`src/rtl/crh_pkg.sv`:
```
// shared types and constants for the cytosine retention histogram
package crh_pkg;

  // base codes
  localparam logic [2:0] BASE_A = 3'd0;
  localparam logic [2:0] BASE_C = 3'd1;
  localparam logic [2:0] BASE_G = 3'd2;
  localparam logic [2:0] BASE_T = 3'd3;

  // context filter codes
  localparam logic [2:0] CTX_C   = 3'd0;
  localparam logic [2:0] CTX_CG  = 3'd1;
  localparam logic [2:0] CTX_CH  = 3'd2;
  localparam logic [2:0] CTX_HCG = 3'd3;
  localparam logic [2:0] CTX_GCH = 3'd4;
  localparam logic [2:0] CTX_HCH = 3'd5;

  // configuration port
  localparam int CFG_IDX_W  = 1;
  localparam int CFG_DATA_W = 3;
  localparam logic [CFG_IDX_W-1:0] REG_TARGET_CONTEXT = 1'd0;
  localparam logic [CFG_IDX_W-1:0] REG_DROP_SECONDARY = 1'd1;

  // queue between classifier and counter stage
  localparam int QDEPTH = 4;
  localparam int QPTR_W = $clog2(QDEPTH);
  localparam int QCNT_W = $clog2(QDEPTH + 1);

  typedef enum logic [1:0] {
    CLS_CONVERTED    = 2'd0,
    CLS_RETAINED     = 2'd1,
    CLS_UNDETERMINED = 2'd2
  } cls_t;

  typedef struct packed {
    logic [2:0] target_context;
    logic       drop_secondary;
  } cfg_t;

  typedef struct packed {
    logic not_empty;
    logic full;
  } q_sts_t;

  typedef struct packed {
    logic clearing;
  } back_sts_t;

endpackage

```
`src/rtl/crh_queue.sv`:
```
// short item queue between classifier and counter stage
module crh_queue #(
  parameter int W = 10
) (
  input  logic             clk,
  input  logic             rst_n,
  input  logic             push,
  input  logic [W-1:0]     push_data,
  input  logic             pop,
  output logic [W-1:0]     head,
  output crh_pkg::q_sts_t  sts
);
  import crh_pkg::*;

  logic [W-1:0]      buf_r [QDEPTH];
  logic [QPTR_W-1:0] wptr_r;
  logic [QPTR_W-1:0] rptr_r;
  logic [QCNT_W-1:0] cnt_r;
  logic [QCNT_W-1:0] cnt_nxt;

  always_comb begin
    cnt_nxt = cnt_r;
    if (push && !pop) begin
      cnt_nxt = cnt_r + 1'b1;
    end else if (pop && !push) begin
      cnt_nxt = cnt_r - 1'b1;
    end
  end

  always_ff @(posedge clk) begin
    if (!rst_n) begin
      wptr_r <= '0;
      rptr_r <= '0;
      cnt_r  <= '0;
    end else begin
      if (push) begin
        wptr_r <= wptr_r + 1'b1;
      end
      if (pop) begin
        rptr_r <= rptr_r + 1'b1;
      end
      cnt_r <= cnt_nxt;
    end
  end

  always_ff @(posedge clk) begin
    if (push) begin
      buf_r[wptr_r] <= push_data;
    end
  end

  assign head          = buf_r[rptr_r];
  assign sts.not_empty = (cnt_r != '0);
  assign sts.full      = (cnt_r == QCNT_W'(QDEPTH));

endmodule

```
`config.mk`:
```
export PLATFORM = sky130hd
export DESIGN_NAME = crh_queue
export DESIGN_NICKNAME = d
export VERILOG_FILES = /design/src/rtl/crh_pkg.sv /design/src/rtl/crh_queue.sv
export SDC_FILE = /design/constraint.sdc
export NUM_CORES = 1
export LEC_CHECK = 0
export ABC_AREA = 1
export BUFFER_PORTS_ARGS = -buffer_cell sky130_fd_sc_hd__buf_2
export CAP_MARGIN = 10
export CORE_MARGIN = 5
export CORE_UTILIZATION = 55
export CTS_BUF_LIST = sky130_fd_sc_hd__clkbuf_16
export CTS_CLUSTER_DIAMETER = 100
export DETAILED_ROUTE_END_ITERATION = 12
export PLACE_DENSITY = 0.74
export SYNTH_ARGS = -nofsm -noshare
export SYNTH_HDL_FRONTEND = slang
export SYNTH_SLANG_ARGS = --single-unit
```
`constraint.sdc`:
```
create_clock -name clk -period 4 [get_ports clk]
set_clock_uncertainty 0.15 [all_clocks]
set_input_delay 0.4 -clock clk [delete_from_list [all_inputs] [get_ports clk]]
set_output_delay 0.4 -clock clk [all_outputs]
set_load 0.01 [all_outputs]
```
---- Word level (Yosys, flattened, before mapping) ----
Memories as Yosys holds them, arrays and structs flattened. A register that Yosys moved wholly into a read port is not among the register bits.
Cells that the tools add are included.
storage, ports and cells
  flip-flop bits (word level) ............. 7
  memory bits (writable) .................. 40
  output and inout port bits .............. 12
  memories kept ........................... 1
memory list
  name   words  width  rd ports  clocked after Yosys merged registers in  wr ports  line             RTL
  buf_r  4      10     1         1                                        1         crh_queue.sv:15  logic [W-1:0] buf_r [QDEPTH];
cells by class
  add/sub/neg operators ................... 4
  eq/ne operators ......................... 1
  mux-type cells .......................... 6
  reduce and logical (&&, ||, !) cells .... 6
operators with widths
  kind                   count
  $mux W3                2
  $add A2 B1 Y2 const B  2
  $mux W2                2
  $add A3 B1 Y3 const B  1
  $eq A3 B3 Y1 const B   1
  $reduce_bool A3 Y1     1
  $sub A3 B1 Y3 const B  1
  $logic_and A1 B1 Y1    2
  $logic_not A1 Y1       2
  $mux W1                2
  $reduce_bool A2 Y1     1

---- Depth between registers and ports, before layout ----
Gate-level depths: netlist (run 1).
  depth in word-level cells ............... 4
  mapped depth ............................ 10

---- Least setup slack after synthesis (run 1) ----
Ideal clock, no wire load.
  kind .................................... input port to flip-flop
  start point ............................. input pop
  end point ............................... register cnt_r[2]
  data arrival time ....................... 1.277 ns
  required time ........................... 3.740 ns
  slack ................................... 2.463 ns
  cell stages on the path ................. 10
  path buffers ............................ 0
  cell sequence ........................... inv_1 -> ha_1 -> inv_1 -> fa_1 -> inv_1 -> nand2_1 -> nand3_1 -> nand2_1 -> inv_1 -> nor2_1
between the ends
  word-level cells in the longest chain between the ends .. 3
  elaborated cells on any way between the ends .. 5
  classes of those cells .................. mux: 1; reduce/logical: 4
ends and longest elaborated chain
  what                                           line             RTL
  start: declaration                             crh_queue.sv:9   input logic pop,
  $logic_not A1 Y1                               crh_queue.sv:23  if (push && !pop) begin
  $logic_and A1 B1 Y1                            crh_queue.sv:23
  $mux W3 or $reduce_bool A2 Y1 (tied branches)  --
  end signal: assignment                         crh_queue.sv:42  cnt_r <= cnt_nxt;
  end: declaration                               crh_queue.sv:18  logic [QCNT_W-1:0] cnt_r;
Parallel ways exist; a longest one is shown, timed or not.
A chain may end at the register's enable or synchronous reset.

==> metrics, run 1 <==
DR pass1 iterations 4; initial antenna violation count 0; fillcell total 244; Peak Freq 0.4030 GHz; Netlist cell types 21; worst setup path class flop to output port; Routed WL per cell 14.94 um; DPL Wire Length 2293 um; Worst setup SP type flop; root buffer cell clkbuf_16; vias per inst 5.309; share of layout cells above drive strength 1 20.65%; P&R area growth vs syn 14.09%; Post-Synth XOR/XNOR Area 0%; area of the mapped netlist 1962 sq um; RSZ-0062 raised after global routing no; routability cong. 0.6810; Die W 69.73 um; WL met1 1421 um; hold_ws 0.1807 ns; vias in the first global route 1228; Ys Warns 0; Flop pwr share 54.4%; status finished clean; worst min path class primary input to flop; Final min period 2.481 ns; total negative slack 0 ns; cell count after synthesis 156; core area 3390 sq um; initial DRC count 96; CTS max path bufs 2; Top-Level Pins 26; Pint 0.8468 mW; #FFs+latches synth 49; DR vias 1221; Final Cell Area 2238 sq um; Clock transition at path regs 0.06 ns; fin cells 230; Avg Cell Area, Syn 12.58 sq um; Logic pwr share 10.1%; post-CTS sizing 0; post-synthesis compound-gate area fraction 11.93%; multiplexer area fraction after synthesis 0%; crit-path max FO 21; register area share after synthesis 70.41%; # nets final 203; # rows 21; largest net degree at the start of global routing 22; Worst IR Drop VDD 0.0003118 V; Worst Path Required 3.45 ns; Die Y 69.73 um; ANT nets after route 0; die footprint 4862 sq um; final core occ 66.04%; DR WL met3 224 um; final setup vio count 0; clock latency on the worst-skew pair 0.28 ns; leakage 0.8876 nW; Syn Nets 176; Final Power 1.095 mW; Synth Area in Adders 4.209%; CTS Buf Count 5; clock net sink count 49; largest family of logic cells by synthesized area compound AO/OA/AOI/OAI gates; DP Area 2098 sq um; first-pass GRT wire length 5796 um; Setup crit end kind output port; Place WS 1.810 ns; Routed Wire Length 3436 um; GRT overflow 0; CTS HTree Levels 2; Psw 0.2486 mW; CTS tree done; Net Sw Frac 22.70%; WP data arrival 1.93 ns; placed cells 222; Post-Synth Simple-Gate Area 7.844%; Reg2Reg Depth 4; Starting Density 57.88%; max-slew violation count 0; final hold vios 0; power per cell area 489.4 nW/um^2; final setup margin 1.519 ns; Hold Path Cell Cnt 1; worst slew pin tran 0.7052 ns; Slew Limit Headroom 52.92%; # diodes 0; Max Used Layer met4; buffer count from post-CTS setup fixing 0; Tcrit/Tclk final 62.03%; port bufs 25; CTS Hold Bufs 0; clock share of power 35.5%; met2 WL post-DR 1760 um; # DRC 0; MaxCap Viol Count 0; Tot GR Track Use 15.85%
registers in the layout (all words and copies together) (netlist names), named ones only:
signal,count
cnt_r,3
rptr_r,2
wptr_r,2
buf_r,40
worst paths after layout:
check               start          end  slack, ns
max reg2reg     wptr_r[0]  buf_r[0][2]       2.51
max                  flop      head[7]       1.52
min          push_data[5]  buf_r[0][5]       0.18
min reg2reg     rptr_r[1]    rptr_r[1]       0.29
area by class of cell:
type | count | area [sq um] | area share, %
Clock buffer | 5 | 125.1 | 5.590
Clock inverter | 3 | 15.01 | 0.6708
Inverter | 17 | 63.81 | 2.851
Multi-Input combinational cell | 85 | 470.5 | 21.02
Sequential cell | 49 | 1381 | 61.71
Tap cell | 46 | 57.56 | 2.571
Timing Repair Buffer | 25 | 125.1 | 5.590
cell usage in the layout, fill, tap and decap left out, types with 4 or more instances in the layout:
cell and instances:
nand2_1 10, o21ai_2 4, o21ai_1 16, dfxtp_1 9, buf_2 25, a21oi_1 4
clkbuf_16 5, edfxtp_1 40, nor2_1 25, o21ai_0 6, inv_1 18, o22ai_1 9
ha_1 5
Yosys cell counts (all sizes together):
cell | instances | area, sq um
edfxtp | 40 | 1201
nor2 | 26 | 100.1
o21ai | 26 | 145.1
inv | 17 | 63.81
nand2 | 10 | 37.54
o22ai | 10 | 68.81
dfxtp | 9 | 180.2
buf | 5 | 46.29
ha | 5 | 62.56
a21oi | 4 | 20.02
fa | 1 | 20.02
nand3 | 1 | 5.000
nand4 | 1 | 6.260
nor3 | 1 | 5.000
power groups by stage:
stage | logic, mW | clock network, mW | registers (mW)
3_5_place_dp | 0.111 | 0 | 0.607
5_1_grt | 0.125 | 0.422 | 0.599
2_1_floorplan | 0.0784 | 0 | 0.598
4_1_cts | 0.112 | 0.399 | 0.596
6_report | 0.111 | 0.389 | 0.596
3_3_place_gp | 0.105 | 0 | 0.605
routing by layer:
layer	GRT usage, %	up-vias
met5	0	-
met4	7.234	0
met3	5.942	2
met2	26.48	38
met1	17.99	583
li1	-	598
critical path, stage by stage, from the launching register on:
cell,delay (ns)
dfxtp_1,0.77
inv_2,0.36
o21ai_1,0.25
o22ai_1,0.11
buf_2,0.15
cells by family (layout without fill, tap and decap cells):
| family | count (synthesis) | in the layout |
|---|---|---|
| flip-flops | 49 | 49 |
| AO/OA/AOI/OAI | 40 | 40 |
| AND/OR/NAND/NOR | 39 | 39 |
| buffers and inverters | 22 | 50 |
| adder cells (fa/ha/maj) | 6 | 6 |
Power figures use the tool's default switching activity.
==> run 2, diff against run 1 <==
Settings changed: ABC_AREA 1 to 0, CORE_UTILIZATION 55 to 50, PLACE_DENSITY 0.74 to 0.71.
Clock period 4 ns to 2 ns, I/O delays scaled along.
==> metrics, run 2 <==
status finished clean; # diodes 0 (unchanged); power per cell area 971.6 nW/um^2 (+99%); vias in the first global route 1013 (-18%); core area 3661 sq um (+8.0%); Starting Density 51.61% (-6.3 points); # DRC 0 (unchanged); Post-synth top cells 40 x edfxtp_1, 10 x mux4_2, 9 x and2_1, 9 x dfxtp_1, 5 x ha_1; crit-path max FO 4 (-81%); hold_ws 0.01141 ns (-0.1693 ns); CTS tree done; fin cells 185 (-20%); final setup vio count 0 (unchanged); Avg Cell Area, Syn 19.89 sq um (+58%); placed cells 168 (-24%); largest registers buf_r: 40 flops, cnt_r: 3 flops; clock latency on the worst-skew pair 0.28 ns (about the same); DR pass1 iterations 4 (unchanged); initial antenna violation count 0 (unchanged); area leader, netlist edfxtp_1; Slew Limit Headroom 64.69% (+12 points); Worst R2R Setup Slack 0.37 ns (-2.14 ns); ANT nets after route 0 (unchanged); first-pass GRT wire length 5030 um (-13%); area of the mapped netlist 1889 sq um (-3.7%); final hold vios 0 (unchanged); MaxCap Viol Count 0 (unchanged); clock net sink count 49 (unchanged); CTS Buf Count 5 (unchanged); worst min path class primary input to flop; FF-to-FF End cnt_r[2]; DP Area 2073 sq um (-1.2%); Top reg by flops buf_r; DPL Wire Length 2073 um (-9.6%); worst setup path class flop to output port; most frequent cells in the layout 40 x edfxtp_1, 25 x buf_2, 10 x mux4_2; ys async rst share 0% (unchanged); worst setup path end head[3]; worst slew pin tran 0.5296 ns (-0.1756 ns); Reg2Reg Depth 4 (unchanged); port bufs 25 (unchanged); Die Y 71.47 um (+2.5%); Post-synth EDFFs 40 (unchanged); CTS HTree Levels 2 (unchanged); Clock transition at path regs 0.06 ns (about the same); most common cell after layout, fill and taps aside edfxtp_1; Netlist cell types 18 (-14%); Top-Level Pins 26 (unchanged); Tcrit/Tclk final 92.39%; Setup crit end kind output port; Hold Path Cell Cnt 1 (unchanged); Worst setup SP type flop; Final Cell Area 2305 sq um (+3.0%); buffer count from post-CTS setup fixing 0 (unchanged); Syn Nets 115 (-35%); P&R area growth vs syn 21.99%; leading post-synthesis cells by cell area edfxtp_1 64%, mux4_2 12%, dfxtp_1 9.5%; initial DRC count 43 (-55%); total negative slack 0 ns (unchanged); Worst IR Drop VDD 0.0005529 V (+77%); die footprint 5108 sq um (+5.1%); top cell type's share of synthesized area 63.58% (+2.4 points); count leader, synth edfxtp_1; worst flop-to-flop path startpoint cnt_r[0]; Routed WL per cell 16.44 um (+10%); GRT overflow 0 (unchanged); Peak Freq 0.5412 GHz; register area share after synthesis 73.11% (+2.7 points); Main synth FF type edfxtp_1; # nets final 156 (-23%); vias per inst 5.032 (-5.2%); WP data arrival 1.50 ns (-0.43 ns); # rows 22 (+4.8%); cell count after synthesis 95 (-39%); Die W 71.47 um (+2.5%); largest net degree at the start of global routing 15 (-32%); CTS max path bufs 2 (unchanged); Worst Path Required 1.65 ns (-1.80 ns); Routed Wire Length 3041 um (-11%); leakage 0.8478 nW (-4.5%); Final min period 1.848 ns; fillcell total 272 (+11%); Tot GR Track Use 13.18% (-2.7 points); final core occ 62.95% (-3.1 points); RSZ-0062 raised after global routing no; share of layout cells above drive strength 1 32.12% (+11 points); routability cong. 0.6722 (-1.3%); max-slew violation count 0 (unchanged); DR vias 931 (-24%); Ys Warns 0 (unchanged); #FFs+latches synth 49 (unchanged); root buffer cell clkbuf_16; max reg flops 40 (unchanged)
## run 2: cell types whose count changed after synthesis, moves of 3 or more
cell,previous run,this run
nor2_1,25,0
o21ai_1,16,0
inv_1,16,4
mux4_2,0,10
and2_1,0,9
nand2_1,10,1
o22ai_1,9,0
o21ai_0,6,1
a21oi_1,4,0
o21ai_2,4,0
xor2_1,0,3
## run 2: cell type report
cell class / instances / area, sq um / area share (%)
clock buffers: 5 / 125.1 / 5.429
clock inverters: 3 / 15.01 / 0.6515
inverters: 4 / 15.01 / 0.6515
multi-input cells: 40 / 476.7 / 20.68
flip-flops and latches: 49 / 1383 / 59.99
well taps: 48 / 60.06 / 2.606
repair buffers: 36 / 230.2 / 9.989
## run 2: kinds of logic after synthesis
logic type | after synthesis | synth area share [%]
AO/OA/AOI/OAI | 2 | 0.6621
XOR/XNOR | 5 | 2.318
adder cells (fa/ha/maj) | 6 | 4.371
buffers and inverters | 6 | 1.655
flip-flops | 49 | 73.11
multiplexers | 12 | 12.98
AND/OR/NAND/NOR | 15 | 4.900
## run 2: power breakdown
group / internal, mW / leakage (nW) / total [mW] / switching (mW)
registers: 1.17 / 0.442 / 1.20 / 0.0371
clock network: 0.453 / 0.0724 / 0.774 / 0.321
logic: 0.140 / 0.333 / 0.261 / 0.121
total: 1.76 / 0.848 / 2.24 / 0.479
## run 2: how the worst min path moves through the flow
stage / start / to
after floorplan: push_data[0] / buf_r[0][0]
after global routing: push_data[0] / buf_r[2][0]
final: push_data[0] / buf_r[2][0]
after global placement: push_data[4] / buf_r[0][4]
after CTS: push_data[0] / buf_r[2][0]
after detailed placement: push_data[5] / buf_r[2][5]
## run 2: timing repair
| action | in CTS | in global routing |
|---|---|---|
| setup endpoints to repair | 0 | 5 |
| hold buffers | 9 | 0 |
| hold endpoints to repair | 36 | 0 |
| resized for setup | 0 | 1 |
## run 2: worst max-delay path, stage by stage, from the launching register on
cell	delay [ns]
dfxtp_2	0.38
buf_4	0.18
mux4_2	0.50
buf_2	0.16
## run 2: layer usage
layer / global-route usage, % / routed length, um / up-vias
met2: 23.78 / 1637 / 26
met4: 5.010 / 9 / 0
li1: - / - / 443
met1: 15.17 / 1242 / 460
met5: 0 / 0 / -
met3: 2.945 / 152 / 2
## run 2: per-stage QoR
step | setup slack [ns] | power [mW]
floorplan | 0.4090 | 1.379
global placement | 0.2493 | 1.465
detailed placement | 0.1735 | 1.480
CTS | 0.02814 | 2.265
global route | 0.08186 | 2.337
finish | 0.1521 | 2.239
