==> config.mk <==
export PLATFORM = sky130hd
export DESIGN_NAME = crh_front
export DESIGN_NICKNAME = d
export VERILOG_FILES = /design/src/rtl/crh_pkg.sv /design/src/rtl/crh_front.sv
export SDC_FILE = /design/constraint.sdc
export NUM_CORES = 1
export LEC_CHECK = 0
export BUFFER_PORTS_ARGS = -buffer_cell sky130_fd_sc_hd__buf_2
export CORE_MARGIN = 5
export CORE_UTILIZATION = 52
export DETAILED_ROUTE_END_ITERATION = 7
export GPL_TIMING_DRIVEN = 1
export PLACE_DENSITY = 0.95
export SLEW_MARGIN = 20
export SYNTH_ARGS = -nofsm -noshare
export SYNTH_HDL_FRONTEND = slang
export SYNTH_SLANG_ARGS = --single-unit
==> constraint.sdc <==
create_clock -name vclk -period 7
set_clock_uncertainty 0.2 [all_clocks]
set_input_delay 0.35 -clock vclk [all_inputs]
set_output_delay 0.35 -clock vclk [all_outputs]
set_load 0.02 [all_outputs]
==> src/rtl/crh_pkg.sv <==
// shared types and constants for the cytosine retention histogram
package crh_pkg;

  // base codes
  localparam logic [2:0] BASE_A = 3'd0;
  localparam logic [2:0] BASE_C = 3'd1;
  localparam logic [2:0] BASE_G = 3'd2;
  localparam logic [2:0] BASE_T = 3'd3;

  // context filter codes
  localparam logic [2:0] CTX_C   = 3'd0;
  localparam logic [2:0] CTX_CG  = 3'd1;
  localparam logic [2:0] CTX_CH  = 3'd2;
  localparam logic [2:0] CTX_HCG = 3'd3;
  localparam logic [2:0] CTX_GCH = 3'd4;
  localparam logic [2:0] CTX_HCH = 3'd5;

  // configuration port
  localparam int CFG_IDX_W  = 1;
  localparam int CFG_DATA_W = 3;
  localparam logic [CFG_IDX_W-1:0] REG_TARGET_CONTEXT = 1'd0;
  localparam logic [CFG_IDX_W-1:0] REG_DROP_SECONDARY = 1'd1;

  // queue between classifier and counter stage
  localparam int QDEPTH = 4;
  localparam int QPTR_W = $clog2(QDEPTH);
  localparam int QCNT_W = $clog2(QDEPTH + 1);

  typedef enum logic [1:0] {
    CLS_CONVERTED    = 2'd0,
    CLS_RETAINED     = 2'd1,
    CLS_UNDETERMINED = 2'd2
  } cls_t;

  typedef struct packed {
    logic [2:0] target_context;
    logic       drop_secondary;
  } cfg_t;

  typedef struct packed {
    logic not_empty;
    logic full;
  } q_sts_t;

  typedef struct packed {
    logic clearing;
  } back_sts_t;

endpackage

==> src/rtl/crh_front.sv <==
// classifier: read filters, strand and context check, class and position
module crh_front #(
  parameter int POSITION_LIMIT = 127,
  parameter int AW             = 10
) (
  input  crh_pkg::cfg_t    cfg,
  input  logic             is_unmapped,
  input  logic             is_secondary,
  input  logic             is_mate_two,
  input  logic             is_reverse,
  input  logic             bisulfite_reverse,
  input  logic [2:0]       reference_base,
  input  logic [2:0]       read_base,
  input  logic [2:0]       context_before,
  input  logic [2:0]       context_after,
  input  logic [15:0]      read_offset,
  input  logic [15:0]      read_length,
  output logic             keep,
  output logic [AW-1:0]    key
);
  import crh_pkg::*;

  localparam int PW = AW - 3;

  logic        strand_ok;
  logic        next_g;
  logic        prev_g;
  logic        ctx_ok;
  cls_t        cls;
  logic [16:0] pos_full;
  logic        in_range;

  assign strand_ok = bisulfite_reverse ? (reference_base == BASE_G)
                                       : (reference_base == BASE_C);
  assign next_g = (context_after == BASE_G);
  assign prev_g = (context_before == BASE_G);

  always_comb begin
    unique case (cfg.target_context)
      CTX_C:   ctx_ok = 1'b1;
      CTX_CG:  ctx_ok = next_g;
      CTX_CH:  ctx_ok = !next_g;
      CTX_HCG: ctx_ok = next_g && !prev_g;
      CTX_GCH: ctx_ok = !next_g && prev_g;
      CTX_HCH: ctx_ok = !next_g && !prev_g;
      default: ctx_ok = 1'b0;
    endcase
  end

  // g side: g kept, a converted; c side: c kept, t converted
  always_comb begin
    priority if (bisulfite_reverse ? (read_base == BASE_G) : (read_base == BASE_C)) begin
      cls = CLS_RETAINED;
    end else if (bisulfite_reverse ? (read_base == BASE_A) : (read_base == BASE_T)) begin
      cls = CLS_CONVERTED;
    end else begin
      cls = CLS_UNDETERMINED;
    end
  end

  // bit 16 set means a negative position on a reverse read
  assign pos_full = is_reverse ? ({1'b0, read_length} - {1'b0, read_offset})
                               : {1'b0, read_offset};
  assign in_range = !pos_full[16] && (pos_full[15:0] <= 16'(POSITION_LIMIT));

  assign keep = !is_unmapped && !(cfg.drop_secondary && is_secondary)
                && strand_ok && ctx_ok && in_range;
  assign key  = {is_mate_two, pos_full[PW-1:0], cls};

endmodule

Word-level counts from Yosys, hierarchy flattened:

Index checks and enable logic that the tools add are counted.
Widths: inputs -> output; s select.

* multiplexer cells: 7
* add/subtract/negate cells: 1
* order comparisons: 1
* reductions and logical operators: 16
* eq/ne operators: 12

Operators by type and width (count)
* $eq 3x2->1 const B: 7
* $mux 17: 1
* $sub 16x16->17: 1
* $le 16x7->1 const B: 1
* $eq 3x1->1 const B: 3
* $logic_and 1x1->1: 9
* $eq 3x3->1 const B: 2
* $logic_not 3->1: 2
* $pmux 1 s6: 1
* $logic_not 1->1: 5
* $mux 2: 2
* $mux 1: 3

* input bits: 53
* word-level logic and storage cells: 37
* output and inout port bits: 11
* bits in registers: 0

Logic depth before layout (Yosys ltp):

Gate-level depths: netlist of run 1.

* depth in word-level cells: 6
* depth in mapped cells: 11
* gate-level depth less buffers: 11

Worst setup path before layout of run 1:

No wires, ideal clock.

* path type: input to output
* from: input read_length[0]
* to: output keep
* data arrival time: 2.657 ns
* stages: 11
* required time: 6.450 ns
* path slack: 3.793 ns
* path buffers: 0
* cells stage by stage: inv_1 -> ha_1 -> inv_1 -> fa_1 -> a211o_1 -> a21oi_2 -> o31ai_2 -> mux2i_1 -> nor4_1 -> nand3_1 -> o31ai_1

* longest elaborated chain between the ends: 5
* elaborated cells on any way between the ends: 6
* those cells by class: add/sub (1); order compare (1); mux (1); reduce/logical (3)

Ends and longest elaborated chain
* start, declared: RTL line crh_front.sv:17 `input logic [15:0] read_length,`
* $sub 16x16->17 (*): RTL line crh_front.sv:62 `assign pos_full = is_reverse ? ({1'b0, read_length} - {1'b0, read_offset})`
* $mux 17 (*): RTL line crh_front.sv:62
* $le 16x7->1 / $logic_not 1->1 (equally long branches): RTL line crh_front.sv:64 `assign in_range = !pos_full[16] && (pos_full[15:0] <= 16'(POSITION_LIMIT));`
* $logic_and 1x1->1 (*): RTL line crh_front.sv:64
* $logic_and 1x1->1 (*): RTL line crh_front.sv:67 `&& strand_ok && ctx_ok && in_range;`
* end, declared: RTL line crh_front.sv:18 `output logic keep,`

Mark *: on every way between the ends. The rest lies on a longest branch, timed or not.

Final worst setup path of run 1:

Ends and elaborated chain as after synthesis.

==> key figures, run 1 <==
Synth
  • Seq/Total Area, Yosys: 0
  • Avg Cell Area, Syn: around 7.1 um2
  • Gate count after technology mapping: around 170
  • Yosys top cell by area: ha_1
  • Mapped Nets: 243
  • Cell variety after synth: 55
  • Mapped Area: around 1200 um2
  • Top cells by area, synth: ha_1 16%, inv_1 6.4%, mux2i_1 5.7%, a21oi_1 4.5%, nor2_1 4.3%
  • Synthesis warning total: 0
  • Yosys top cell area share: 0.163

Setup path
  • CP Launch Type: input pin
  • WS Path Type: input pin to output port
  • Worst path arrival time: 2.78 ns
  • Crit Path Max Fanout: 4
  • Critical Path End Type: output port
  • CP endpoint: keep
  • Crit. Startpoint: read_length[0]
  • Worst Path Required: about 6.5 ns

Place
  • Placer Congestion: 0.940
  • Cell Area, Placed: 1520 um2
  • Port Buffers: 62
  • Post-DP HPWL: 2970 um

Outcome
  • Outcome: complete, no violations

Floorplan
  • # rows: 17
  • CORE AREA: roughly 2200 um2
  • Chip height: 58.5 um
  • DIE AREA: 3430 um2
  • I/O pin cnt: 64
  • Die extent in x: 58.5 um
  • Initial core utilization: 0.548

Pwr
  • Maximum VDD drop: ~0.000051 V
  • Power Density: 82.5 nW/um2
  • Leakage power: 0.803 nW

STA
  • RSZ-0062 raised after global routing: false
  • Period utilisation layout: 0.475
  • Slew HR: 0.718
  • Least-Margin Pin Slew: about 0.41 ns
  • Final hold vios: 0
  • Total Neg Setup Slack: 0 ns
  • Max frequency: between 300 and 400 MHz
  • Count of final setup violators: 0
  • Final Critical Period: 3.33 ns
  • Fin. max-slew vios: 0

GRT
  • GRT Overall Usage: 0.200
  • First-pass GRT wire length: roughly 5800 um
  • Initial antenna violation count: 0
  • Vias in the first global route: 1452
  • Largest net degree at the start of global routing: 17
  • GRT overflow: 0

Layout
  • Reg area: 0 um2
  • N_diodes: 0
  • Final Cell Area: 1520 um2
  • Share of post-route cells with drive strength above 1: 0.329
  • Most frequent cells in the layout: 62 x buf_2, 21 x inv_1, 16 x ha_1, 14 x nor2_1, 11 x a21oi_1
  • # nets final: 300
  • Commonest non-fill, non-tap cell in the layout: buf_2
  • Seq_cells: 0
  • Area delta synth->final: 24.1%
  • Layout clock buffers: 0

Detailed routing
  • Routed WL: 3420 um
  • Avg WL per Cell: between 10 and 15 um
  • Number of remaining DRC errors: 0
  • Via count: 1470
  • Drt initial violations: 53
  • DR pass1 iterations: 4
  • Via/cell ratio: approximately 5.7
  • ANT nets after route: 0

CTS
  • Post_cts resized: 0
  • Post-CTS Hold Buffers: 0
  • Post-CTS Setup Bufs: 0

Hold path
  • Hold Path Class: input pin to output port

Run
  • Max cap viols: 0
==> cells in the mapped netlist, types with 2 or more instances <==
cell type / number
clkbuf_1: 3
a211oi_1: 3
o21a_1: 5
a21oi_1: 11
xor2_1: 5
xnor2_1: 2
mux2_2: 2
o21ai_0: 9
o31ai_1: 3
ha_1: 16
nand4_1: 2
o21bai_1: 3
mux2i_1: 7
nand2b_1: 8
nor3b_1: 3
nand2_1: 7
nor2_1: 14
nand3_1: 2
a21o_1: 4
inv_1: 21
nor3_1: 4
nor2b_1: 2
a2111oi_0: 3
nor4_1: 3
==> through the flow <==
step / hold WS [ns] / worst slack, ns / std cells / power, mW / util
final: 0.500 / 3.67 / 256 / 0.125 / 0.681
after global placement: 0.500 / 3.73 / 256 / 0.121 / 0.681
after detailed placement: 0.500 / 3.70 / 256 / 0.124 / 0.681
after floorplan: 0.577 / 3.79 / 173 / 0.0914 / -
after global routing: 0.500 / 3.52 / 256 / 0.140 / 0.681
after CTS: 0.500 / 3.68 / 256 / 0.125 / 0.681
==> how the worst min path moves through the flow <==
stage	startpoint	endpoint	depth (start not counted)
2_1_floorplan	read_base[2]	key[0]	1
3_3_place_gp	is_mate_two	key[9]	0
3_5_place_dp	is_mate_two	key[9]	0
4_1_cts	is_mate_two	key[9]	0
5_1_grt	is_mate_two	key[9]	0
6_report	is_mate_two	key[9]	0
==> cells by family (layout without fill, tap and decap cells) <==
kind of cell / count (synthesis) / in the layout / synth area share
adder cells (fa/ha/maj): 17 / 17 / 0.180
XOR/XNOR: 7 / 7 / 0.0501
AND/OR/NAND/NOR: 55 / 55 / 0.256
buffers and inverters: 28 / 83 / 0.105
multiplexers: 9 / 9 / 0.0756
AO/OA/AOI/OAI: 57 / 57 / 0.333
==> metal layers <==
layer | up-vias | share of wire | GRT usage
met5 | - | 0 | 0
met4 | 0 | 0.0023 | 0.0265
met3 | 2 | 0.073 | 0.00658
met2 | 60 | 0.52 | 0.388
met1 | 653 | 0.40 | 0.246
li1 | 755 | - | -
==> worst max-delay path, cell delays in order <==
cell	delay, ns
buf_2	0.09
inv_1	0.04
ha_1	0.14
inv_1	0.05
fa_1	0.41
a211o_1	0.32
a21oi_2	0.22
o31ai_1	0.12
xor2_1	0.15
nor4_1	0.30
nand3_1	0.11
o31ai_1	0.25
buf_2	0.20
==> layout make-up <==
cell class                 instances  area [um2]
tap                               28        35.0
timing repair buffer              62         310
inverter                          21        78.8
multi-input combinational        145        1100
fill                             226         713
==> report_power, final <==
part | leakage [nW] | switching, mW | internal (mW) | total, mW
registers | 0 | 0 | 0 | 0
clock network | 0 | 0 | 0 | 0
logic | 0.803 | 0.0687 | 0.0567 | 0.125
Power figures use the tool's default switching activity.
==> inputs of run 2 (changes only) <==
--- a/config.mk
+++ b/config.mk
@@ -5,12 +5,13 @@
 export SDC_FILE = /design/constraint.sdc
 export NUM_CORES = 1
 export LEC_CHECK = 0
+export ABC_AREA = 1
 export BUFFER_PORTS_ARGS = -buffer_cell sky130_fd_sc_hd__buf_2
 export CORE_MARGIN = 5
-export CORE_UTILIZATION = 52
+export CORE_UTILIZATION = 50
 export DETAILED_ROUTE_END_ITERATION = 7
 export GPL_TIMING_DRIVEN = 1
-export PLACE_DENSITY = 0.95
+export PLACE_DENSITY = 0.91
 export SLEW_MARGIN = 20
 export SYNTH_ARGS = -nofsm -noshare
 export SYNTH_HDL_FRONTEND = slang
==> constraint.sdc (replaced) <==
create_clock -name vclk -period 3.48
set_clock_uncertainty 0.2 [all_clocks]
set_input_delay 0.174 -clock vclk [all_inputs]
set_output_delay 0.174 -clock vclk [all_outputs]
set_load 0.02 [all_outputs]
==> run 2 against run 1 <==
Effect of this change:
- flip-flop and latch count is the same
- largest cell class unchanged
- cell count grew 44%
- first-iteration DRC count grew 3.8%
- wire length grew 11%
- area after synthesis grew 12%
- combinational power grew 110%
- critical endpoint unchanged
- power grew 110%
- synthesized cell count grew 61%
- via count grew 21%
- critical path depth grew 6
==> key figures, run 2 <==
Floorplan
  • Die extent in x: 62.3 um (+6.4%)
  • # rows: 19 (+2)
  • DIE AREA: 3880 um2 (+13%)
  • CORE AREA: 2690 um2 (+20%)
  • Chip height: 62.3 um (+6.4%)
  • Initial core utilization: 0.509 (-0.0394)
  • I/O pin cnt: 64 (unchanged)

GRT
  • Initial antenna violation count: 0 (unchanged)
  • Vias in the first global route: 1537 (+5.9%)
  • GRT overflow: 0 (unchanged)
  • GRT Overall Usage: 0.176 (-0.0236)
  • First-pass GRT wire length: 6120 um (+5.7%)
  • Largest net degree at the start of global routing: 16 (-1)

Outcome
  • Outcome: complete, no violations

Pwr
  • Leakage power: 1.16 nW (+45%)
  • Maximum VDD drop: 0.000110 V (+120%)
  • Power Density: 154 nW/um2 (+87%)

Setup path
  • Crit Path Max Fanout: 3 (-1)
  • Worst path arrival time: 2.00 ns (-0.78 ns)
  • Critical Path End Type: output port
  • Worst Path Required: 3.11 ns (-3.34 ns)
  • CP Launch Type: input pin
  • WS Path Type: input pin to output port

STA
  • Period utilisation layout: 0.683
  • Fin. max-slew vios: 0 (unchanged)
  • Slew HR: 0.722 (+0.00413)
  • Count of final setup violators: 0 (unchanged)
  • Max frequency: 421 MHz
  • Total Neg Setup Slack: 0 ns (unchanged)
  • Final Critical Period: 2.38 ns
  • Final hold vios: 0 (unchanged)
  • RSZ-0062 raised after global routing: false
  • Least-Margin Pin Slew: 0.417 ns (+0.00402 ns)

Detailed routing
  • DR pass1 iterations: 5 (+1)
  • Avg WL per Cell: 10.3 um (-23%)
  • Via count: 1778 (+21%)
  • Routed WL: 3800 um (+11%)
  • Drt initial violations: 55 (+3.8%)
  • Via/cell ratio: 4.82 (-16%)
  • Number of remaining DRC errors: 0 (unchanged)
  • ANT nets after route: 0 (unchanged)

Layout
  • Seq_cells: 0 (unchanged)
  • Area delta synth->final: 24.3%
  • Final Cell Area: 1700 um2 (+12%)
  • N_diodes: 0 (unchanged)
  • Layout clock buffers: 0 (unchanged)
  • Reg area: 0 um2 (unchanged)
  • # nets final: 410 (+37%)
  • Non-Filler Instances: 369 (+44%)
  • Share of post-route cells with drive strength above 1: 0.231 (-0.0982)
  • Commonest non-fill, non-tap cell in the layout: nand2_1
  • Most frequent cells in the layout: 104 x nand2_1, 62 x buf_2, 61 x inv_1, 26 x nor2_1, 16 x ha_1
  • Final core occ: 0.633 (-0.0477)

Synth
  • Yosys top cell area share: 0.285 (+0.122)
  • Avg Cell Area, Syn: 4.90 um2 (-31%)
  • Top-count cell post-synth: nand2_1
  • Mapped Area: 1370 um2 (+12%)
  • Yosys top cell by area: nand2_1
  • Adder-cell area share of the yosys netlist: 0.161 (-0.0188)
  • Synthesized-area fraction occupied by ao, oa, aoi and oai cells: 0.0933 (-0.240)
  • Most common library cells after synthesis: 104 x nand2_1, 61 x inv_1, 26 x nor2_1
  • Mapped Nets: 349 (+44%)
  • Synth Area in Simple Gates: 0.535 (+0.279)
  • Cell variety after synth: 29 (-47%)
  • Mux cell area share after synthesis: 0 (-0.0756)
  • Gate count after technology mapping: 279 (+61%)
  • Seq/Total Area, Yosys: 0 (unchanged)
  • XOR/XNOR Fraction of Synth Area: 0.0256 (-0.0244)
  • Top cells by area, synth: nand2_1 29%, inv_1 17%, ha_1 15%, nor2_1 7.1%, nand3_1 4.8%
  • Synthesis warning total: 0 (unchanged)
  • Main combinational cell family by area after synthesis: simple AND/OR/NAND/NOR gates

Place
  • Cell Area, Placed: 1700 um2 (+12%)
  • Placer Congestion: 0.973 (+3.5%)
  • Placed Cells: 369 (+44%)
  • Post-DP HPWL: 3390 um (+14%)
  • Port Buffers: 62 (unchanged)

CTS
  • Post-CTS Setup Bufs: 0 (unchanged)
  • Post_cts resized: 0 (unchanged)
  • Post-CTS Hold Buffers: 0 (unchanged)

Hold path
  • HP Start: is_mate_two
  • Worst Hold Depth: 0 (unchanged)
  • Worst hold endpoint: key[9]
  • Hold Path Class: input pin to output port

Run
  • Max cap viols: 0 (unchanged)
-- run 2: cell count changes after synthesis, sizes merged, moves of 4 or more --
cell / delta
nand2: +102
o31ai: -4
nor2: +15
inv: +42
nand2b: -8
nand3: +13
o21a: -5
mux2i: -7
a21o: -5
-- run 2: cells by family after synthesis --
kind of cell | after synthesis
compound gates | 24
xor+xnor | 4
fa+ha+maj | 17
buf+inv | 66
simple gates | 168
-- run 2: worst max-delay path by stage --
stage | startpoint | end | slack (ns) | cells after the start
6_report | read_length[0] | keep | 1.10 | 19
2_1_floorplan | read_length[0] | keep | 1.38 | 14
3_3_place_gp | read_length[0] | keep | 1.16 | 16
4_1_cts | read_length[0] | keep | 1.10 | 19
5_1_grt | read_length[0] | keep | 0.87 | 19
3_5_place_dp | read_length[0] | keep | 1.10 | 19
-- run 2: area by class of cell --
| class | count | area [um2] |
|---|---|---|
| multi-input cells | 213 | 1110 |
| fillers | 299 | 986 |
| repair buffers | 62 | 310 |
| inverters | 63 | 236 |
| well taps | 31 | 38.8 |
-- run 2: metal layers --
layer	track usage	wire [um]	up-vias	part of all wire
li1	-	-	967	-
met1	0.223	1650	755	0.43
met2	0.317	1810	54	0.48
met3	0.0288	314	2	0.083
met4	0.0239	21	0	0.0055
met5	0	0	-	0
-- run 2: metrics by stage --
step,power (mW),hold WS (ns),setup WS [ns]
floorplan,0.184,0.261,1.38
global route,0.297,0.148,0.875
finish,0.262,0.148,1.10
global placement,0.255,0.148,1.16
detailed placement,0.261,0.148,1.10
CTS,0.262,0.148,1.10
-- run 2: power by group --
part	internal [mW]	switching, mW	total, mW
logic	0.104	0.158	0.262
registers	0	0	0
clock network	0	0	0
-- run 2: critical path, cell delays in order --
cell and delay, ns:
buf_2 0.09, inv_1 0.05, ha_1 0.13, inv_1 0.06, fa_1 0.38, nand2_1 0.09
nand2_1 0.10, nand3_2 0.08, nand2_2 0.07, nand2_1 0.07, nand2_1 0.08, nand2_1 0.07
nand2_1 0.05, nor2_1 0.09, nand3_1 0.08, nand2_1 0.06, nand2_1 0.06, nor2_2 0.07
buf_2 0.17
==> inputs of run 3 (changes only) <==
--- a/config.mk
+++ b/config.mk
@@ -8,10 +8,10 @@
 export ABC_AREA = 1
 export BUFFER_PORTS_ARGS = -buffer_cell sky130_fd_sc_hd__buf_2
 export CORE_MARGIN = 5
-export CORE_UTILIZATION = 50
+export CORE_UTILIZATION = 45
 export DETAILED_ROUTE_END_ITERATION = 7
 export GPL_TIMING_DRIVEN = 1
-export PLACE_DENSITY = 0.91
+export PLACE_DENSITY = 0.87
 export SLEW_MARGIN = 20
 export SYNTH_ARGS = -nofsm -noshare
 export SYNTH_HDL_FRONTEND = slang
==> constraint.sdc (replaced) <==
create_clock -name vclk -period 2.02
set_clock_uncertainty 0.2 [all_clocks]
set_input_delay 0.101 -clock vclk [all_inputs]
set_output_delay 0.101 -clock vclk [all_outputs]
set_load 0.02 [all_outputs]
==> run 3 against run 2 <==
Effect of this change:
- the flow now finishes with violations (negative setup slack)
- clock-buffer cell count unchanged
- via count increased by 11%
- hold slack got worse by 0.15 ns
- non-clock buffer count increased by 20
- cell count increased by 6.0%
- sequential share of layout area unchanged
- worst setup slack got worse by 1.3 ns
- flip-flop and latch count unchanged
- largest power group unchanged
==> key figures, run 3 (synthesized netlist as in run 2, its figures left out) <==
Outcome
  • Outcome: finished with violations
  • Violated checks: negative setup slack

STA
  • Count of final setup violators: 2 (+2)
  • Fin. max-slew vios: 0 (unchanged)
  • Slew HR: 0.861 (+0.139)
  • Final hold slack: 0.00201 ns (-0.146 ns)
  • Least-Margin Pin Slew: 0.208 ns (-0.209 ns)
  • Final Critical Period: 2.18 ns
  • RSZ-0062 raised after global routing: true
  • Final hold vios: 0 (unchanged)
  • Final worst slack: -0.160 ns (-1.26 ns)
  • Period utilisation layout: 1.08
  • Max frequency: 459 MHz

Place
  • Placer Congestion: 0.935 (-4.0%)
  • Post-DP HPWL: 3470 um (+2.4%)
  • Pre-CTS setup slack: -0.227 ns (-1.33 ns)
  • Placed Cells: 386 (+4.6%)
  • Port Buffers: 62 (unchanged)

Pwr
  • Power, Total: 574 uW (+120%)
  • Power Density: 288 nW/um2 (+87%)
  • Leakage power: 1.27 nW (+9.0%)
  • Maximum VDD drop: 0.000185 V (+68%)

Layout
  • Area delta synth->final: 45.8%
  • N_diodes: 0 (unchanged)
  • Layout clock buffers: 0 (unchanged)
  • Non-Filler Instances: 391 (+6.0%)
  • Share of post-route cells with drive strength above 1: 0.341 (+0.110)
  • Reg area: 0 um2 (unchanged)
  • Seq_cells: 0 (unchanged)
  • # nets final: 430 (+4.9%)
  • Commonest non-fill, non-tap cell in the layout: nand2_1
  • Most frequent cells in the layout: 95 x nand2_1, 59 x inv_1, 59 x buf_2, 24 x nor2_1, 21 x buf_4

Detailed routing
  • DR pass1 iterations: 4 (-1)
  • Via count: 1982 (+11%)
  • Avg WL per Cell: 12.3 um (+19%)
  • Drt initial violations: 85 (+55%)
  • ANT nets after route: 0 (unchanged)
  • Number of remaining DRC errors: 0 (unchanged)
  • Via/cell ratio: 5.07 (+5.2%)
  • Routed WL: 4790 um (+26%)

GRT
  • First-pass GRT wire length: 6860 um (+12%)
  • GRT Overall Usage: 0.193 (+0.0169)
  • Vias in the first global route: 1743 (+13%)
  • Largest net degree at the start of global routing: 15 (-1)
  • Initial antenna violation count: 0 (unchanged)
  • GRT overflow: 0 (unchanged)

Setup path
  • CP Launch Type: input pin
  • WS Path Type: input pin to output port
  • Worst path arrival time: 1.88 ns (-0.12 ns)
  • Crit Path Max Fanout: 3 (unchanged)
  • Critical Path End Type: output port
  • Worst Path Required: 1.72 ns (-1.39 ns)

Floorplan
  • DIE AREA: 4240 um2 (+9.3%)
  • CORE AREA: 2980 um2 (+11%)
  • # rows: 20 (+1)
  • I/O pin cnt: 64 (unchanged)
  • Initial core utilization: 0.459 (-0.0498)
  • Die extent in x: 65.1 um (+4.5%)
  • Chip height: 65.1 um (+4.5%)

Run
  • Max cap viols: 0 (unchanged)

Hold path
  • Worst Hold Depth: 0 (unchanged)
  • Hold Path Class: input pin to output port

CTS
  • Post-CTS Hold Buffers: 0 (unchanged)
==> run 3: cell types whose count changed in the layout (fill, tap and decap cells not counted), sizes merged <==
cell and delta:
buf +20
==> run 3: layout make-up <==
class	count	area, um2
fillers	243	983
inverters	63	241
multi-input cells	213	1240
well taps	33	41.3
repair buffers	82	475
==> run 3: critical path, stage by stage <==
cell	delay, ns
buf_6	0.10
inv_4	0.05
ha_4	0.13
inv_4	0.03
fa_2	0.35
nand2_2	0.10
nand2_2	0.08
nand3_2	0.07
nand2_2	0.07
nand2_2	0.07
nand2_1	0.05
nand2_1	0.05
nand3_1	0.08
nand2_1	0.11
nand2_1	0.07
nor2_2	0.08
nand2_1	0.07
nor2_2	0.10
buf_6	0.12
==> run 3: final timing paths <==
check            from  endpoint  slack [ns]
max    read_length[0]      keep       -0.16
min       is_mate_two    key[9]       0.002
==> run 3: layer usage <==
metal,vias up,GRT usage,routed length (um),part of all wire
met5,-,0,0,0
met2,89,0.382,2420,0.51
met4,0,0.0337,136,0.028
met3,12,0.00855,293,0.061
met1,873,0.230,1940,0.40
li1,1008,-,-,-
==> run 3: report_power, final <==
part | internal, mW | switching (mW)
logic | 0.247 | 0.327
registers | 0 | 0
clock network | 0 | 0
==> run 3: what timing repair did <==
action / 4_1_cts / 5_1_grt
pin swaps: 13 / 11
setup buffers: 2 / 3
endpoints found under the setup margin: 1 / 2
cloned: 0 / 0
resized for setup: 17 / 17
==> run 3: per-stage QoR <==
step                area, um2  TNS (ns)   util
floorplan                1370         0      -
global placement         1820    -0.140  0.610
detailed placement       1820    -0.227  0.610
CTS                      1880    -0.114  0.632
global route             1990    -0.504  0.670
finish                   1990    -0.212  0.670
